$ cat src/hdl/bffa_ram.sv
// Generic single-port-write, single-port-read RAM with registered read data.
module bffa_ram #(
    parameter int WIDTH = 8,
    parameter int DEPTH = 16,
    parameter int AW = (DEPTH > 1) ? $clog2(DEPTH) : 1
) (
    input  logic             i_clk,
    input  logic             i_we,
    input  logic [AW-1:0]    i_waddr,
    input  logic [WIDTH-1:0] i_wdata,
    input  logic [AW-1:0]    i_raddr,
    output logic [WIDTH-1:0] o_rdata
);
    logic [WIDTH-1:0] r_mem [DEPTH];
    logic [WIDTH-1:0] r_rdata;

    always_ff @(posedge i_clk) begin
        if (i_we) begin
            r_mem[i_waddr] <= i_wdata;
        end
        r_rdata <= r_mem[i_raddr];
    end
    assign o_rdata = r_rdata;
endmodule

$ cat config.mk
export PLATFORM = sky130hd
export DESIGN_NAME = bffa_ram
export DESIGN_NICKNAME = d
export VERILOG_FILES = /design/src/hdl/bffa_ram.sv
export SDC_FILE = /design/constraint.sdc
export NUM_CORES = 1
export LEC_CHECK = 0
export BUFFER_PORTS_ARGS = -buffer_cell sky130_fd_sc_hd__clkbuf_2
export CAP_MARGIN = 25
export CORE_MARGIN = 2
export CORE_UTILIZATION = 40
export CTS_CLUSTER_DIAMETER = 100
export DETAILED_ROUTE_END_ITERATION = 8
export PLACE_DENSITY = 0.65
export SLEW_MARGIN = 10
export SYNTH_ARGS = -nofsm -noshare
export SYNTH_HDL_FRONTEND = slang
export SYNTH_SLANG_ARGS = --single-unit
$ cat constraint.sdc
create_clock -name i_clk -period 2.1 [get_ports i_clk]
set_input_delay 0.42 -clock i_clk [delete_from_list [all_inputs] [get_ports i_clk]]
set_output_delay 0.42 -clock i_clk [all_outputs]
set_load 0.02 [all_outputs]
=== Word level (Yosys, flattened, before mapping) ===
Memories as Yosys holds them, arrays and structs flattened. A register that Yosys moved wholly into a read port is not among the register bits.
Index checks and enable logic that the tools add are counted.

* Mux-type cells: 2

{| class="wikitable"
|+ Operators with widths
! cell !! count
|-
| 1-bit two-way mux || 2
|}

* Register bits after elaboration: 0
* Input bits: 18
* Memory bits (writable): 128
* Logic and storage cells: 3
* Memories: 1

{| class="wikitable"
|+ Memory list
! name !! words !! bits a word !! read ports !! clocked after memory_dff !! wr ports !! RTL line !! source
|-
| r_mem || 16 || 8 || 1 || 1 || 1 || 14 || <nowiki>logic [WIDTH-1:0] r_mem [DEPTH];</nowiki>
|}

=== Logic depth before layout (Yosys ltp) ===
Gate-level depths: netlist of run 1.

* Depth in word-level cells: 2
* Mapped depth: 5
* Mapped depth without buffers: 3

=== Worst setup path after synthesis of run 1 ===
OpenSTA, ideal clock, no wires.

* Kind: input -> register
* From: in i_waddr[2]
* To: mem r_mem[0][0] (enable)
* Arrival: 1.530 ns
* Buffers on the path: 0
* Path slack: 0.187 ns
* Data required time: 1.717 ns
* Library setup time: 0.383 ns
* Stages on the path: 2
* Path through: or3b_2 -> nor3_1

{| class="wikitable"
|+ RTL lines
! what !! RTL line !! source
|-
| start, declared || 9 || <nowiki>input logic [AW-1:0] i_waddr,</nowiki>
|-
| end, declared || 14 ||
|}

No word-level cell before the write port.

==> flow_summary.toml, run 1 <==
[global_routing]
grt_remaining_overflow = 0
grt_pass1_vias = 2556
grt_pass1_wl_um = 14920
grtUsageTotal_pct = 14.87
antenna_found_initial = 0
grt_max_degree = 33

[sta]
skew_ps = 14.83
fin_crit_sh_pct = 70.01
grt_setup_unrepaired = "false"
slew_violations = 0
tightest_slew_ps = 382.3
hold_slack_ps = 426.1
setup_slack_ps = 629.8
fmax_mhz = 680.2
tns_ps = 0
hold_violations = 0
min_period_ps = 1470
slew_headroom_pct = 74.42
setup_viol = 0

[logic_synthesis]
synth_edf_count = 128
netlist_top_cells_area = "edfxtp_1 75%, mux4_2 7.9%, mux4_1 7.1%"
synth_common_cells = "128 x edfxtp_1, 18 x mux4_2, 16 x a22oi_1, 14 x mux4_1, 13 x nor2_1"
synth_simple_gate_area_share_pct = 3.184
yosys_warnings = 0
syn_avg_cell_area_um2 = 22.48
yosysUniqueCellTypes = 19
netlist_area_um2 = 5147
yosysTopAreaCell = "edfxtp_1"
yosysMostFrequentCell = "edfxtp_1"
synth_compound_area_share_pct = 2.333
syn_inst = 229
synth_top_family_by_area = "multiplexers"
synth_nets = 247
synth_fa_ha_area_share_pct = 0
synth_async_sr_flop_share_pct = 0
synth_seq_area_share_pct = 77.78
synth_xor_area_share_pct = 0
ys_ff_latch = 136
synth_mux_area_share_pct = 15.02
synth_top_area_share_pct = 74.67
synth_ff_type = "edfxtp_1"

[setup_path]
timing.rr.end = "o_rdata[2]$_DFF_P_"
worstPathArrival_ps = 1750
reg2reg_setup_slack_ps = 700
required_ps = 2380
critPathKind = "input port to flip-flop"
critical_path.startpoint_type = "input port"
cp_top_family = "multiplexers"
path_buf_inv = 2
crit_slowest_cell = "mux4_1"
worstPathCellList = "clkbuf_2 > buf_12 > mux4_1 > a22oi_1 > nand2_1"
cp_max_fo = 21
r2r_start = "r_mem[3][2]$_DFFE_PP_"
r2r_cells = 3
worst_setup_path_end_kind = "flip-flop"
critPathMaxStageDelay_ps = 580

[floorplanning]
core_um2 = 12570
initial_core_util_pct = 40.96
fp.dieH_um = 117.4
core.rowCount = 41
die_w_um = 117.4
die-area_um2 = 13790
num_io_pins = 26

[clocking]
cts_resized = 0
clock_latency_ps = 410
cts.sinks = 136
cts.clk_slew.worst_paths_ps = 60
htreeDepth = 4
postCtsHoldBufs = 0
cts_root_buf = "clkbuf_16"
clockBufferDepth = 2
cts_setup_buffers = 0
cts_tree = "done"
cts_made_buffers = 17

[power_and_ir_drop]
switching_share_pct = 20.21
p_seq_share_pct = 47.3
p_leak_nw = 2.122
p_per_area_nw_per_um2 = 1037
power_frac_comb_pct = 4.6
intPower_mw = 5.151
peakVddDrop_v = 0.0005898
power_mw = 6.455
p_clk_share_pct = 48.0
switching_power_mw = 1.304

[hold_path]
hold_depth = 1
min_to = "r_mem[5][5]$_DFFE_PP_"
hp-class = "input port to flip-flop"
hp-start = "i_wdata[5]"

[cells_and_area]
seq_area_um2 = 4004
drive_above_1_share_pct = 31.99
nNetsFinal = 302
multiInputGateArea_um2 = 1057
fill_cells = 1006
area_delta_synth_final_pct = 20.88
num_antenna_cells = 0

[outcome]
status = "complete, no violations"

[placement]
gp_congestion = 0.7789
dp_hpwl_um = 6068
placement.io_buffers = 25
preCtsSetupSlack_ps = 229.1

[route]
drc = 0
wl_per_cell_um = 20.42
num_vias = 2425
avgViaCountPerCell = 5.171
wirelength_um = 9577
drt_iter0_drc = 225
first_pass_iters = 4
antenna_left = 0

[run]
drv_cap = 0
per-stage QoR:
stage	cell area [um^2]	std cells	util, %
final	6222	469	49.51
after detailed placement	5597	437	44.53
after global routing	6222	469	49.51
after global placement	5597	437	44.53
after CTS	6222	469	49.51
after floorplan	5147	229	-
final cells by class:
type / instances / share of cell area [%]
multi-input combinational: 83 / 16.99
clock inverter: 15 / 3.217
tap: 172 / 3.459
clock buffer: 17 / 6.837
sequential: 136 / 64.35
timing repair buffer: 46 / 5.148
worst reg2reg max path, stage by stage, from the launching register on:
cell and delay (ps):
edfxtp_1 390, mux4_1 500, a22oi_1 300, nand2_1 80
cell usage in the layout, fill, tap and decap left out, types with 3 or more instances in the layout:
cell | Yosys | routed
buf_4 | 1 | 18
a22oi_1 | 16 | 16
edfxtp_1 | 128 | 128
nor3_1 | 4 | 4
clkbuf_16 | 0 | 17
clkbuf_2 | 0 | 25
bufinv_16 | 0 | 4
nand2_1 | 9 | 9
clkinv_4 | 0 | 4
buf_12 | 0 | 3
mux4_1 | 14 | 14
dfxtp_1 | 8 | 8
mux4_2 | 18 | 18
nor2_1 | 13 | 13
per-layer routing:
layer | GRT usage (%) | vias to the layer above | share of wire (%)
li1 | - | 1085 | -
met1 | 19.38 | 1244 | 43
met2 | 24.01 | 84 | 50
met3 | 3.405 | 12 | 5.3
met4 | 6.627 | 0 | 1.6
met5 | 0 | - | 0
worst max path at each step:
stage / start / endpoint / slack (ps) / depth (start not counted)
global route: i_raddr[0] / o_rdata[2]$_DFF_P_ / 580 / 5
detailed placement: i_raddr[0] / o_rdata[2]$_DFF_P_ / 230 / 5
global placement: i_raddr[0] / o_rdata[2]$_DFF_P_ / 250 / 5
finish: i_raddr[0] / o_rdata[2]$_DFF_P_ / 630 / 5
floorplan: i_waddr[2] / r_mem[0][0]$_DFFE_PP_ / 190 / 2
CTS: i_raddr[0] / o_rdata[2]$_DFF_P_ / 650 / 5
flip-flops by register name, indices dropped and copies added (netlist names):
| register | count |
|---|---|
| o_rdata | 8 |
| r_mem | 128 |
power by group through the flow:
| stage | registers, mW | clock network (mW) | logic (mW) |
|---|---|---|---|
| floorplan | 3.13 | 0 | 0.154 |
| global placement | 3.11 | 0 | 0.295 |
| detailed placement | 3.11 | 0 | 0.303 |
| CTS | 3.06 | 3.14 | 0.305 |
| global route | 3.06 | 3.26 | 0.327 |
| finish | 3.05 | 3.10 | 0.300 |
cell families (layout without fill, tap and decap cells):
group           count (synthesis)  count (layout)
simple gates                   35              35
compound gates                 16              16
buf+inv                        10              78
mux                            32              32
flops                         136             136
Power figures use the tool's default switching activity.
==> inputs of run 2 (changes only) <==
- PLACE_DENSITY: 0.65 -> 0.67
- clock period: 2.1 -> 1.33 ns (I/O delays scaled with it)
==> flow_summary.toml, run 2 (synthesis gave the netlist of run 1 again) <==
[outcome]
status = "complete, no violations"

[clocking]
cts.clk_slew.worst_paths_ps = 60
cts_tree = "done"
cts_setup_buffers = 0
clock_latency_ps = 420
cts_root_buf = "clkbuf_16"
cts_made_buffers = 17
cts.sinks = 136
postCtsHoldBufs = 0
clockBufferDepth = 2
htreeDepth = 4

[route]
num_vias = 2522
antenna_left = 0
drt_iter0_drc = 286
wirelength_um = 10570
avgViaCountPerCell = 5.189
drc = 0
wl_per_cell_um = 21.76
first_pass_iters = 4

[cells_and_area]
regMostFlops = "r_mem"
nNetsFinal = 319
mostFrequentLayoutCell = "edfxtp_1"
num_antenna_cells = 0
fill_cells = 985
mostFrequentLayoutCells = "128 x edfxtp_1, 32 x buf_4, 27 x mux4_2"
seq_area_um2 = 4004
multiInputGateArea_um2 = 1090
fin_cells = 486
largest_reg_flops = 128
finish.instance_area_um2 = 6381
drive_above_1_share_pct = 42.99
area_delta_synth_final_pct = 23.97

[sta]
hold_violations = 0
setup_viol = 0
fmax_mhz = 771.0
slew_violations = 0
slew_headroom_pct = 33.87
setup_slack_ps = 33.05
min_period_ps = 1297
hold_slack_ps = 278.4
tightest_slew_ps = 988.3
skew_ps = 17.04
grt_setup_unrepaired = "true"
fin_crit_sh_pct = 97.52

[global_routing]
grt_pass1_wl_um = 16130
grt_pass1_vias = 2658
grtUsageTotal_pct = 16.30
grt_remaining_overflow = 0
antenna_found_initial = 0
grt_max_degree = 17

[placement]
preCtsSetupSlack_ps = -454.3
gp_congestion = 0.7577
placement.io_buffers = 25
placed_area_um2 = 5767
dp.cells = 455
dp_hpwl_um = 6678

[setup_path]
worst_setup_path_end_kind = "flip-flop"
crit_slowest_cell = "mux4_2"
worstPathCellList = "mux4_2 > a22oi_1 > nand2_1"
worstPathArrival_ps = 1600
cp_max_fo = 1
critPathKind = "flip-flop to flip-flop"
critPathMaxStageDelay_ps = 480
critical_path.startpoint_type = "flip-flop"
required_ps = 1630

[floorplanning]
die-area_um2 = 13790
core_um2 = 12570
initial_core_util_pct = 40.96
core.rowCount = 41
fp.dieH_um = 117.4
num_io_pins = 26
die_w_um = 117.4

[hold_path]
hp-class = "input port to flip-flop"

[power_and_ir_drop]
peakVddDrop_v = 0.0007917
p_leak_nw = 2.168
power_mw = 10.07
p_per_area_nw_per_um2 = 1577

[run]
drv_cap = 0
-- run 2: worst max-delay path, delay by kind of cell (launching register included) --
kind | cells | cell delay [ps]
compound gates | 1 | 270
simple gates | 1 | 80
flops | 1 | 350
mux | 1 | 480
-- run 2: worst paths after layout --
path / start / to / slack [ps] / cells after the start
worst max-delay path: r_mem[3][4]$_DFFE_PP_ / o_rdata[4]$_DFF_P_ / 30 / 3
worst min-delay path: i_wdata[4] / r_mem[2][4]$_DFFE_PP_ / 280 / 1
worst max register to register: r_mem[3][4]$_DFFE_PP_ / o_rdata[4]$_DFF_P_ / 30 / 3
worst min register to register: r_mem[15][4]$_DFFE_PP_ / o_rdata[4]$_DFF_P_ / 670 / 3
-- run 2: final cells by class --
type / count / area share, %
Sequential cell: 136 / 62.75
Multi-Input combinational cell: 83 / 17.08
Timing Repair Buffer: 63 / 7.471
Clock buffer: 18 / 6.725
Tap cell: 172 / 3.373
Clock inverter: 14 / 2.608
-- run 2: timing repair --
item | CTS | global route
resized for setup | 4 | 6
endpoints found under the setup margin | 4 | 7
pin swaps | 1 | 3
-- run 2: metrics by stage --
step	TNS, ps	util (%)
floorplan	-485.6	-
global placement	-8029	45.88
detailed placement	-10240	45.88
CTS	0	50.72
global route	-72.86	50.77
finish	0	50.77
-- run 2: metal layers --
metal | wire [um] | vias to the layer above | global-route usage (%) | part of all wire, %
met5 | 0 | - | 0 | 0
met4 | 109 | 0 | 6.325 | 1.0
met3 | 569 | 14 | 3.794 | 5.4
met2 | 5311 | 84 | 25.84 | 50
met1 | 4583 | 1311 | 22.08 | 43
li1 | - | 1113 | - | -
-- run 2: power breakdown --
group | switching (mW) | internal (mW)
clock | 1.88 | 2.81
sequential | 0.0339 | 4.79
combinational | 0.306 | 0.240
total | 2.22 | 7.85
